===== src/design/pf_pkg.sv =====
// ----------------------------------------------------------------------------
// pf_pkg
// Shared types, constants and the microcode ROM of the prime factorizer.
// ----------------------------------------------------------------------------
`default_nettype none

package pf_pkg;

    localparam int STEP_W      = 4;
    localparam int MAX_RESULTS = 32;
    localparam int CNT_W       = 5;
    localparam int FIELD_W     = 32;

    // Datapath operations, one per control word
    typedef enum logic [2:0] {
        OP_NOP,
        OP_LOAD,
        OP_DIV_START,
        OP_DIV_STEP,
        OP_EMIT_Z,
        OP_EMIT_N,
        OP_EMIT_EMPTY,
        OP_INC_Z
    } op_t;

    // Jump conditions: jump to target when true, otherwise fall through
    typedef enum logic [2:0] {
        C_ALWAYS,
        C_NO_IN,
        C_N_LE1,
        C_CNT_MAX,
        C_DIV_BUSY,
        C_Z_GT_Q,
        C_REM_NZ,
        C_OUT_BLOCKED
    } cond_t;

    typedef struct packed {
        op_t              op;
        cond_t            cond;
        logic [STEP_W-1:0] target;
    } ucode_t;

    typedef struct packed {
        op_t op;
    } ctrl_t;

    typedef struct packed {
        logic in_valid;
        logic n_le1;
        logic cnt_max;
        logic div_busy;
        logic z_gt_q;
        logic rem_nz;
        logic out_blocked;
    } status_t;

    // Program steps
    localparam logic [STEP_W-1:0] S_WAIT      = 4'd0;
    localparam logic [STEP_W-1:0] S_SMALL     = 4'd1;
    localparam logic [STEP_W-1:0] S_LOOP      = 4'd2;
    localparam logic [STEP_W-1:0] S_DIV       = 4'd3;
    localparam logic [STEP_W-1:0] S_BOUND     = 4'd4;
    localparam logic [STEP_W-1:0] S_EVEN      = 4'd5;
    localparam logic [STEP_W-1:0] S_EMIT_Z    = 4'd6;
    localparam logic [STEP_W-1:0] S_BACK_Z    = 4'd7;
    localparam logic [STEP_W-1:0] S_FINAL     = 4'd8;
    localparam logic [STEP_W-1:0] S_EMIT_N    = 4'd9;
    localparam logic [STEP_W-1:0] S_DONE_N    = 4'd10;
    localparam logic [STEP_W-1:0] S_EMPTY     = 4'd11;
    localparam logic [STEP_W-1:0] S_DONE_E    = 4'd12;
    localparam logic [STEP_W-1:0] S_INC       = 4'd13;

    function automatic ucode_t ucode_rom(input logic [STEP_W-1:0] step);
        ucode_t w;
        case (step)
            S_WAIT:   w = '{OP_LOAD,       C_NO_IN,       S_WAIT};
            S_SMALL:  w = '{OP_NOP,        C_N_LE1,       S_EMPTY};
            S_LOOP:   w = '{OP_DIV_START,  C_CNT_MAX,     S_FINAL};
            S_DIV:    w = '{OP_DIV_STEP,   C_DIV_BUSY,    S_DIV};
            S_BOUND:  w = '{OP_NOP,        C_Z_GT_Q,      S_FINAL};
            S_EVEN:   w = '{OP_NOP,        C_REM_NZ,      S_INC};
            S_EMIT_Z: w = '{OP_EMIT_Z,     C_OUT_BLOCKED, S_EMIT_Z};
            S_BACK_Z: w = '{OP_NOP,        C_ALWAYS,      S_LOOP};
            S_FINAL:  w = '{OP_NOP,        C_N_LE1,       S_WAIT};
            S_EMIT_N: w = '{OP_EMIT_N,     C_OUT_BLOCKED, S_EMIT_N};
            S_DONE_N: w = '{OP_NOP,        C_ALWAYS,      S_WAIT};
            S_EMPTY:  w = '{OP_EMIT_EMPTY, C_OUT_BLOCKED, S_EMPTY};
            S_DONE_E: w = '{OP_NOP,        C_ALWAYS,      S_WAIT};
            S_INC:    w = '{OP_INC_Z,      C_ALWAYS,      S_LOOP};
            default:  w = '{OP_NOP,        C_ALWAYS,      S_WAIT};
        endcase
        return w;
    endfunction

endpackage

`default_nettype wire


===== src/design/pf_divider.sv =====
// ----------------------------------------------------------------------------
// pf_divider
// Restoring divider, one quotient bit per cycle while step is asserted.
// ----------------------------------------------------------------------------
`default_nettype none

module pf_divider #(
    parameter int VW = 32,
    parameter int DW = 17
) (
    input  wire logic          clk,
    input  wire logic          rst_n,
    input  wire logic          start,
    input  wire logic          step,
    input  wire logic [VW-1:0] dividend,
    input  wire logic [DW-1:0] divisor,
    output logic      [VW-1:0] quotient,
    output logic      [DW-1:0] remainder,
    output logic               busy
);

    localparam int CW = $clog2(VW + 1);

    logic [VW-1:0] quo_reg, quo_next;
    logic [DW-1:0] rem_reg, rem_next;
    logic [CW-1:0] cnt_reg, cnt_next;
    logic [DW:0]   trial;
    logic [DW:0]   diff;
    logic          ge;

    always_comb
    begin
        trial    = {rem_reg, quo_reg[VW-1]};
        diff     = trial - {1'b0, divisor};
        ge       = (trial >= {1'b0, divisor});
        quo_next = quo_reg;
        rem_next = rem_reg;
        cnt_next = cnt_reg;
        if (start)
        begin
            quo_next = dividend;
            rem_next = '0;
            cnt_next = CW'(VW);
        end
        else if (step)
        begin
            quo_next = {quo_reg[VW-2:0], ge};
            rem_next = ge ? diff[DW-1:0] : trial[DW-1:0];
            cnt_next = cnt_reg - CW'(1);
        end
    end

    always_ff @(posedge clk or negedge rst_n)
    begin
        if (!rst_n)
        begin
            cnt_reg <= '0;
        end
        else
        begin
            cnt_reg <= cnt_next;
        end
    end

    always_ff @(posedge clk)
    begin
        quo_reg <= quo_next;
        rem_reg <= rem_next;
    end

    // the step taken with one count left is the final one
    assign busy      = (cnt_reg != CW'(1));
    assign quotient  = quo_reg;
    assign remainder = rem_reg;

endmodule

`default_nettype wire


===== src/design/pf_datapath.sv =====
// ----------------------------------------------------------------------------
// pf_datapath
// Remainder, trial divisor, item count, divider and output register.
// ----------------------------------------------------------------------------
`default_nettype none

module pf_datapath #(
    parameter int VW = 32,
    parameter int DW = 17
) (
    input  wire logic                  clk,
    input  wire logic                  rst_n,
    input  wire pf_pkg::ctrl_t         ctrl,
    output pf_pkg::status_t            status,
    input  wire logic                  in_valid,
    input  wire logic [31:0]           number,
    output logic                       out_valid,
    input  wire logic                  out_ready,
    output logic [31:0]                factor,
    output logic                       last_factor,
    output logic                       no_factors
);

    logic [VW-1:0]             n_reg, n_next;
    logic [DW-1:0]             z_reg, z_next;
    logic [pf_pkg::CNT_W-1:0]  cnt_reg, cnt_next;
    logic                      out_valid_reg, out_valid_next;
    logic [31:0]               factor_reg, factor_next;
    logic                      last_reg, last_next;
    logic                      none_reg, none_next;

    logic [63:0]   number_wide;
    logic [63:0]   n_wide;
    logic [63:0]   z_wide;
    logic [VW-1:0] n_load;
    logic [VW-1:0] quotient;
    logic [DW-1:0] remainder;
    logic          div_busy;
    logic          out_free;
    logic          emit;

    pf_divider #(
        .VW (VW),
        .DW (DW)
    ) u_div (
        .clk       (clk),
        .rst_n     (rst_n),
        .start     (ctrl.op == pf_pkg::OP_DIV_START),
        .step      (ctrl.op == pf_pkg::OP_DIV_STEP),
        .dividend  (n_reg),
        .divisor   (z_reg),
        .quotient  (quotient),
        .remainder (remainder),
        .busy      (div_busy)
    );

    assign number_wide = 64'(number);
    assign n_load      = number_wide[VW-1:0];
    assign n_wide      = 64'(n_reg);
    assign z_wide      = 64'(z_reg);
    assign out_free    = !out_valid_reg || out_ready;
    assign emit        = out_free && (ctrl.op == pf_pkg::OP_EMIT_Z ||
                                      ctrl.op == pf_pkg::OP_EMIT_N ||
                                      ctrl.op == pf_pkg::OP_EMIT_EMPTY);

    always_comb
    begin
        n_next         = n_reg;
        z_next         = z_reg;
        cnt_next       = cnt_reg;
        out_valid_next = out_valid_reg && !out_ready;
        factor_next    = factor_reg;
        last_next      = last_reg;
        none_next      = none_reg;
        case (ctrl.op)
            pf_pkg::OP_LOAD:
            begin
                if (in_valid)
                begin
                    n_next   = n_load;
                    z_next   = DW'(2);
                    cnt_next = '0;
                end
            end
            pf_pkg::OP_INC_Z:
            begin
                z_next = z_reg + DW'(1);
            end
            pf_pkg::OP_EMIT_Z:
            begin
                if (out_free)
                begin
                    // divide the factor out; a unit quotient ends the list
                    n_next      = quotient;
                    cnt_next    = cnt_reg + pf_pkg::CNT_W'(1);
                    factor_next = z_wide[31:0];
                    last_next   = (quotient == VW'(1));
                    none_next   = 1'b0;
                end
            end
            pf_pkg::OP_EMIT_N:
            begin
                if (out_free)
                begin
                    factor_next = n_wide[31:0];
                    last_next   = 1'b1;
                    none_next   = 1'b0;
                end
            end
            pf_pkg::OP_EMIT_EMPTY:
            begin
                if (out_free)
                begin
                    factor_next = '0;
                    last_next   = 1'b1;
                    none_next   = 1'b1;
                end
            end
            default:
            begin
            end
        endcase
        if (emit)
        begin
            out_valid_next = 1'b1;
        end
    end

    always_ff @(posedge clk or negedge rst_n)
    begin
        if (!rst_n)
        begin
            n_reg         <= '0;
            z_reg         <= DW'(2);
            cnt_reg       <= '0;
            out_valid_reg <= 1'b0;
        end
        else
        begin
            n_reg         <= n_next;
            z_reg         <= z_next;
            cnt_reg       <= cnt_next;
            out_valid_reg <= out_valid_next;
        end
    end

    always_ff @(posedge clk)
    begin
        factor_reg <= factor_next;
        last_reg   <= last_next;
        none_reg   <= none_next;
    end

    always_comb
    begin
        status.in_valid    = in_valid;
        status.n_le1       = (n_reg <= VW'(1));
        status.cnt_max     = (cnt_reg == pf_pkg::CNT_W'(pf_pkg::MAX_RESULTS - 1));
        status.div_busy    = div_busy;
        status.z_gt_q      = (VW'(z_reg) > quotient);
        status.rem_nz      = (remainder != '0);
        status.out_blocked = !out_free;
    end

    assign out_valid   = out_valid_reg;
    assign factor      = factor_reg;
    assign last_factor = last_reg;
    assign no_factors  = none_reg;

endmodule

`default_nettype wire


===== src/design/pf_sequencer.sv =====
// ----------------------------------------------------------------------------
// pf_sequencer
// Step counter over the microcode ROM with conditional jumps.
// ----------------------------------------------------------------------------
`default_nettype none

module pf_sequencer (
    input  wire logic            clk,
    input  wire logic            rst_n,
    input  wire pf_pkg::status_t status,
    output pf_pkg::ctrl_t        ctrl
);

    logic [pf_pkg::STEP_W-1:0] pc_reg, pc_next;
    pf_pkg::ucode_t            word;
    logic                      take;

    assign word = pf_pkg::ucode_rom(pc_reg);

    always_comb
    begin
        case (word.cond)
            pf_pkg::C_ALWAYS:      take = 1'b1;
            pf_pkg::C_NO_IN:       take = !status.in_valid;
            pf_pkg::C_N_LE1:       take = status.n_le1;
            pf_pkg::C_CNT_MAX:     take = status.cnt_max;
            pf_pkg::C_DIV_BUSY:    take = status.div_busy;
            pf_pkg::C_Z_GT_Q:      take = status.z_gt_q;
            pf_pkg::C_REM_NZ:      take = status.rem_nz;
            pf_pkg::C_OUT_BLOCKED: take = status.out_blocked;
            default:               take = 1'b1;
        endcase
        pc_next = take ? word.target : pc_reg + pf_pkg::STEP_W'(1);
    end

    always_ff @(posedge clk or negedge rst_n)
    begin
        if (!rst_n)
        begin
            pc_reg <= pf_pkg::S_WAIT;
        end
        else
        begin
            pc_reg <= pc_next;
        end
    end

    assign ctrl.op = word.op;

endmodule

`default_nettype wire


===== src/design/prime_factorizer_top.sv =====
// ----------------------------------------------------------------------------
// prime_factorizer_top
// Trial-division prime factorization, driven by a microcoded sequencer.
// ----------------------------------------------------------------------------
//  channel | direction | handshake            | payload
//  input   | in        | in_valid / in_ready  | number
//  output  | out       | out_valid / out_ready| factor, last_factor, no_factors
//
//  Each trial division runs the serial restoring divider, one quotient bit a
//  cycle; a trial that finds a factor also emits it.
//  A 32-bit prime needs about 65535 trials per transaction.
//  One transaction is worked on at a time; in_ready is high only when waiting.
//  A stalled output holds the sequencer on its emit step. Reset is immediate.
// ----------------------------------------------------------------------------
`default_nettype none

module prime_factorizer_top #(
    parameter int VALUE_WIDTH = 32
) (
    input  wire logic        clk,
    input  wire logic        rst_n,
    input  wire logic        in_valid,
    output logic             in_ready,
    input  wire logic [31:0] number,
    output logic             out_valid,
    input  wire logic        out_ready,
    output logic [31:0]      factor,
    output logic             last_factor,
    output logic             no_factors
);

    localparam int DW = (VALUE_WIDTH + 1) / 2 + 1;

    pf_pkg::ctrl_t   ctrl;
    pf_pkg::status_t status;

    pf_sequencer u_seq (
        .clk    (clk),
        .rst_n  (rst_n),
        .status (status),
        .ctrl   (ctrl)
    );

    pf_datapath #(
        .VW (VALUE_WIDTH),
        .DW (DW)
    ) u_dp (
        .clk         (clk),
        .rst_n       (rst_n),
        .ctrl        (ctrl),
        .status      (status),
        .in_valid    (in_valid),
        .number      (number),
        .out_valid   (out_valid),
        .out_ready   (out_ready),
        .factor      (factor),
        .last_factor (last_factor),
        .no_factors  (no_factors)
    );

    assign in_ready = (ctrl.op == pf_pkg::OP_LOAD);

endmodule

`default_nettype wire


===== config.mk =====
export PLATFORM = sky130hd
export DESIGN_NAME = prime_factorizer_top
export DESIGN_NICKNAME = d
export VERILOG_FILES = /design/src/design/pf_pkg.sv /design/src/design/pf_divider.sv /design/src/design/pf_datapath.sv /design/src/design/pf_sequencer.sv /design/src/design/prime_factorizer_top.sv
export SDC_FILE = /design/constraint.sdc
export NUM_CORES = 1
export LEC_CHECK = 0
export BUFFER_PORTS_ARGS = -buffer_cell sky130_fd_sc_hd__buf_2
export CORE_MARGIN = 5
export CORE_UTILIZATION = 55
export DETAILED_ROUTE_END_ITERATION = 12
export PLACE_DENSITY = 0.71
export RECOVER_POWER = 100
export SKIP_CTS_REPAIR_TIMING = 1
export SYNTH_ARGS = -nofsm -noshare
export SYNTH_HDL_FRONTEND = slang
export SYNTH_SLANG_ARGS = --single-unit

===== constraint.sdc =====
create_clock -name clk -period 3.8 [get_ports clk]
set_clock_uncertainty 0.05 [all_clocks]
set_input_delay 0.38 -clock clk [delete_from_list [all_inputs] [get_ports clk]]
set_output_delay 0.38 -clock clk [all_outputs]
set_load 0.02 [all_outputs]

Word-level counts from Yosys, hierarchy flattened
Memory sizes are Yosys's and may differ from the RTL's.
Cells that the tools add are included.
{ "totals": {"register_bits": 148, "mem_bits_ro": 160, "in_bits": 36, "elab_cells": 92, "n_memories": 1} }
{ "classes": {"add_sub_neg": 5, "magnitude_cmp": 3, "eq_ne": 23, "n_mux": 25, "n_reduce_logical": 24} }
{ "mem_list": {"columns": ["name", "words", "width", "read_ports", "rd_clocked_by_memory_dff", "wr", "line_no", "source"], "rows": [
  ["(no name shown)", 16, 10, 1, 0, 0, "pf_pkg.sv:76", "case (step)"]
]} }
{ "op_table": {"columns": ["op", "count"], "rows": [
  ["$mux W32", 7],
  ["$pmux W32 S3", 1],
  ["$pmux W32 S2", 1],
  ["$mux W17", 2],
  ["$pmux W17 S2", 1],
  ["$eq A32 B1 Y1 const B", 1],
  ["$gt A17 B32 Y1", 1],
  ["$le A32 B1 Y1 const B", 1],
  ["$eq A3 B3 Y1 const B", 8],
  ["$ge A18 B17 Y1", 1],
  ["$add A17 B1 Y17 const B", 1],
  ["$reduce_bool A17 Y1", 1],
  ["$sub A17 B17 Y17", 1],
  ["$eq A3 B2 Y1 const B", 4],
  ["$mux W6", 2],
  ["$mux W5", 2],
  ["$ne A2 B1 Y1 const B", 5],
  ["$pmux W5 S2", 1],
  ["$reduce_bool A2 Y1", 5],
  ["$reduce_and A3 Y1", 3],
  ["$pmux W1 S8", 1],
  ["$eq A3 B1 Y1 const B", 2],
  ["$ne A6 B1 Y1 const B", 1],
  ["$sub A6 B1 Y6 const B", 1],
  ["15 further kinds", 26]
]} }

Longest topological paths before layout
An unclocked memory read counts as a cell.
{ "depth": {"depth_word": 6, "ltp_mapped": 12} }

Hierarchy
A second synthesis with hierarchy kept.
{ "unflattened": {"hier_cells": 849, "area_unflattened_um2": 8633.3} }
{ "modules_own_cells": {"columns": ["module", "n_inst", "cells_per_inst", "area_per_inst_um2", "seq_area_each_um2"], "rows": [
  ["pf_datapath", 1, 453, 4708.3, 2398.6],
  ["pf_divider", 1, 326, 3363.2, 1451.4],
  ["pf_sequencer", 1, 69, 549.3, 100.1],
  ["prime_factorizer_top", 1, 1, 12.5, 0.0]
]} }

Worst setup path after synthesis
No wires, ideal clock.
{ "synth_path": {"path_kind": "register to register", "from": "register u_seq.pc_reg[0] (netlist name)", "to": "register u_dp.factor_reg[0], in the netlist u_dp.factor[0], enable pin", "arrival_ns": 3.056, "required_time_ns": 3.329, "setup_slack_ns": 0.273, "path_stages_with_launch": 8, "synth_period_minus_slack_ns": 3.527, "path_cell_list": "dfrtp_1 -> buf_2 -> inv_1 -> ha_1 -> nor3b_2 -> a21boi_0 -> nand2_1 -> nor2_1"} }
{ "synth_between": {"elab_chain_len": 4} }
{ "synth_lines": {"columns": ["element", "line_no", "source"], "rows": [
  ["start: declaration", "pf_sequencer.sv:14", "logic [pf_pkg::STEP_W-1:0] pc_reg, pc_next;"],
  ["start signal: assignment", "pf_sequencer.sv:40", "pc_reg <= pf_pkg::S_WAIT;"],
  ["start signal: assignment", "pf_sequencer.sv:44", "pc_reg <= pc_next;"],
  ["$mem_v2 Z16 W10 *", null, null],
  ["$eq A3 B3 Y1", "pf_datapath.sv:75", "case (ctrl.op)"],
  ["$ne A2 B1 Y1 (no line) / $reduce_bool A3 Y1 (equally long branches)", null, null],
  ["$reduce_and A4 Y1 (no line) *", null, null],
  ["end signal: assignment", "pf_datapath.sv:149", "factor_reg <= factor_next;"],
  ["end: declaration", "pf_datapath.sv:28", "logic [31:0] factor_reg, factor_next;"]
]} }
Every way passes the cells marked *; elsewhere a longest branch is shown, timed or not.
A chain may end at the register's enable or synchronous reset.

Final worst setup path
{ "layout_path": {"from": "register u_dp.u_div.quo_reg[31], in the netlist u_dp.u_div.quotient[31]", "to": "register u_dp.u_div.rem_reg[13], in the netlist u_dp.u_div.remainder[13]"} }
{ "layout_between": {"elab_chain_len": 2} }
{ "layout_lines": {"columns": ["element", "line_no", "source"], "rows": [
  ["start: declaration", "pf_divider.sv:24", "logic [VW-1:0] quo_reg, quo_next;"],
  ["start signal: assignment", "pf_divider.sv:67", "quo_reg <= quo_next;"],
  ["$sub A17 B17 Y17 / $ge A18 B17 Y1 (equally long branches)", "pf_divider.sv:34, pf_divider.sv:35", null],
  ["$mux W17 *", "pf_divider.sv:48", "rem_next = ge ? diff[DW-1:0] : trial[DW-1:0];"],
  ["end signal: assignment", "pf_divider.sv:68", "rem_reg <= rem_next;"],
  ["end: declaration", "pf_divider.sv:25", "logic [DW-1:0] rem_reg, rem_next;"]
]} }
Marked as above.

==> Flow_metrics.wiki <==
{| class="wikitable"
! Metric !! Value
|-
| Ys flop type || sky130_fd_sc_hd__edfxtp_1
|-
| Number of top-level design ports || 72
|-
| Status || finished, final reports clean
|-
| Routability congestion estimate || 0.893
|-
| Multi-input logic area || 4110 um2
|-
| Clock buffer count from CTS || 17
|-
| Class of the most critical setup path || reg -> reg
|-
| Gr busiest metal || met2
|-
| Number of vias per cell after detailed routing || 6.13
|-
| Filler cell count in the final layout || 1239
|-
| Clock latency reported for the late side of the worst-skew pair || 430 ps
|-
| Critical path startpoint category || flop
|-
| Horizontal extent of the die || 134 um
|-
| Worst slack at placement || 595 ps
|-
| Cell chain of the critical path || inv_1 > ha_1 > fa_1 > and2b_1 > o31ai_2 > a2111o_1 > and2_4 > a21oi_2 > nand2_1 > o21ai_0
|-
| Slowest stage delay, CP || 810 ps
|-
| Leading cell type in the layout, fill and taps excluded || sky130_fd_sc_hd__o21ai_0
|-
| Combined buffer and inverter count along the critical path || 1
|-
| Std cell rows || 45
|-
| Antenna diodes || 0
|-
| Final TNS setup || 0 ps
|-
| HPWL reported at the end of detailed placement || 15.1 mm
|-
| Post-synth net total || 890
|-
| Pre-antenna DRT Iters || 5
|-
| Setup repair after global routing missed its margin || no
|-
| Highest fanout seen on the critical path || 14
|-
| Data arrival at the endpoint of the critical path || 3760 ps
|-
| Area of the mapped netlist || 8440 um2
|-
| Placed Cells incl. Taps || 1047
|-
| Number of synthesized register bits || 148
|-
| Antenna viol nets, final || 0
|-
| Total routed wirelength || 21.6 mm
|-
| Synthesized instance count || 810
|-
| Area Overhead vs Synth || 11.4%
|-
| Grt ovf || 0
|-
| Power Dens Cells || 1080 nW/um2
|-
| Sequential Area || 3950 um2
|-
| Maximum number of pins on one net before global-route repair || 68
|-
| Highest-count cells in the layout ignoring fill and taps || 83 x sky130_fd_sc_hd__o21ai_0, 77 x sky130_fd_sc_hd__nand2_1, 66 x sky130_fd_sc_hd__edfxtp_1
|-
| Top cell family by delay on the critical path || compound AO/OA/AOI/OAI gates
|-
| Number of failing setup endpoints in the final timing report || 0
|-
| Full die area || 17900 um2
|-
| Layout Utilization || 62.1%
|-
| Vertical extent of the die || 134 um
|-
| Number of sinks handled by clock tree synthesis || 148
|-
| Global routing met1 resource utilization || 33.6%
|-
| Required time worst endpoint || 4090 ps
|-
| Mean instance size in the synthesized netlist || 10.4 um2
|-
| Register area share after synthesis || 46.8%
|-
| Clock transition time at the flip-flop clock pins of the worst setup and hold paths || 60 ps
|-
| Critical path endpoint category || flop
|-
| Hold Fails Final Rpt || 0
|-
| Total number of H-tree levels || 4
|-
| Slowest cell on the critical path || sky130_fd_sc_hd__a21oi_2
|-
| Worst voltage drop across the vdd grid || 1.37 mV
|-
| Total routing usage reported by global routing || 24.6%
|-
| Buffer type at the clock tree root || sky130_fd_sc_hd__clkbuf_16
|-
| Count of non-filler cells in the finished layout || 1080
|-
| Worst min-delay path category || in -> reg
|-
| Final worst-path setup slack || 332 ps
|-
| TritonCTS clock tree || done
|-
| Slew of the pin with the lowest slew margin || 1490 ps
|-
| First-pass GRT wire length || 34.7 mm
|-
| Share of layout cells above drive strength 1 || 13.7%
|-
| Netlist cell types || 68
|-
| Port bufs || 71
|-
| Count of pins over their slew limit || 0
|-
| Iteration-0 DRC count of the detailed router || 536
|-
| Antenna violations before repair || 0
|-
| Leakage component of the power || 3.94 nW
|-
| Worst max-slew margin expressed relative to the limit || 0.733%
|-
| Number of global-route vias before repair || 6446
|-
| Max-cap violations || 0
|-
| Min cycle time layout || 3470 ps
|-
| Total DRC errors in the routed layout || 0
|-
| GR Util met3 || 4.99%
|-
| Number of nets at the end of the flow || 959
|-
| Number of synthesized flops with an enable pin || 66
|-
| Wirelength per Cell || 20.0 um
|-
| Core Area || 15100 um2
|-
| Total number of yosys warnings || 0
|-
| Portion of the clock cycle consumed by the worst path in the final layout || 91.3%
|-
| Initial core utilization || 55.8%
|-
| Peak clock frequency supported by timing || 288 MHz
|-
| Total vias in the final route || 6622
|-
| Max clock buf depth || 2
|-
| Async set-or-reset flop fraction in the synthesized netlist || 43.9%
|-
| Grt met2 use || 39.4%
|}
per-stage QoR:
stage / power, W / cell area, um2 / hold WS, ps
CTS: 0.0103 / 9490 / -84.1
floorplan: 0.00734 / 8440 / 34.4
global placement: 0.00844 / 8950 / 353
finish: 0.0102 / 9410 / 181
detailed placement: 0.00869 / 8950 / 373
global route: 0.0109 / 9410 / 195
cell families after synthesis:
kind of cell    after synthesis  synth area share (%)
simple gates                243                  14.8
compound gates              189                  14.7
fa+ha+maj                    44                  6.61
buf+inv                      82                  4.34
xor+xnor                     15                  1.56
mux                          89                  11.2
flops                       148                  46.8
worst paths after layout:
kind                                           from                  endpoint  slack [ps]  depth (start not counted)
max in group asynchronous                     rst_n             u_dp.z_reg[3]        1080                          3
setup reg to reg            u_dp.u_div.quotient[31]  u_dp.u_div.remainder[13]         330                         10
hold reg to reg            u_dp.u_div.remainder[14]  u_dp.u_div.remainder[14]         440                          2
min in group asynchronous                     rst_n            u_dp.n_reg[21]         790                          2
setup / recovery            u_dp.u_div.quotient[31]  u_dp.u_div.remainder[13]         330                         10
hold / removal                           number[15]            u_dp.n_reg[15]         180                          3
worst register-to-register path, cell delays in order (launching register included):
cell	delay, ps
sky130_fd_sc_hd__edfxtp_1	400
sky130_fd_sc_hd__inv_1	100
sky130_fd_sc_hd__ha_1	220
sky130_fd_sc_hd__fa_1	410
sky130_fd_sc_hd__and2b_1	250
sky130_fd_sc_hd__o31ai_2	120
sky130_fd_sc_hd__a2111o_1	420
sky130_fd_sc_hd__and2_4	170
sky130_fd_sc_hd__a21oi_2	810
sky130_fd_sc_hd__nand2_1	210
sky130_fd_sc_hd__o21ai_0	230
routing by layer:
metal | part of all wire, % | wire length [um]
met4 | 2.0 | 436
met1 | 44 | 9410
met3 | 7.0 | 1500
met2 | 47 | 10200
met5 | 0 | 0
cells in the mapped netlist (all sizes together), types with 3 or more instances:
cell,n,area (um2)
nor4,20,125
nand3,21,105
mux2i,54,541
nand4,17,113
ha,43,538
nor2b,6,37.5
o21ai,87,439
mux2,34,383
and2,21,134
nand2b,5,31.3
or2,3,18.8
nor2,34,135
o211ai,3,22.5
and4,4,35.0
xor2,6,52.6
a21o,9,67.6
dfrtp,64,1600
a21oi,22,125
xnor2,9,78.8
inv,50,188
buf,20,130
a32oi,4,35.0
o21a,6,45.0
a311oi,3,26.3
nor3,16,90.1
and3,7,43.8
a31oi,4,25.0
a211oi,4,30.0
a211o,7,61.3
or3,4,25.0
edfxtp,66,1980
nand2,77,289
clkbuf,12,48.8
a22o,22,193
dfxtp,17,340
report_power, final:
group,switching (W),internal (W),leakage [nW]
clock,0.000669,0.000895,0.255
sequential,0.000779,0.00261,1.61
combinational,0.00315,0.00209,2.08
total,0.00460,0.00560,3.94
layout make-up:
cell class | count | area share [%]
multi-input combinational | 580 | 43.7
sequential | 148 | 42.0
clock buffer | 19 | 4.60
timing repair buffer | 82 | 4.06
tap | 188 | 2.50
inverter | 50 | 2.00
clock inverter | 13 | 1.16
No activity file was read; power rests on OpenSTA's default activity.
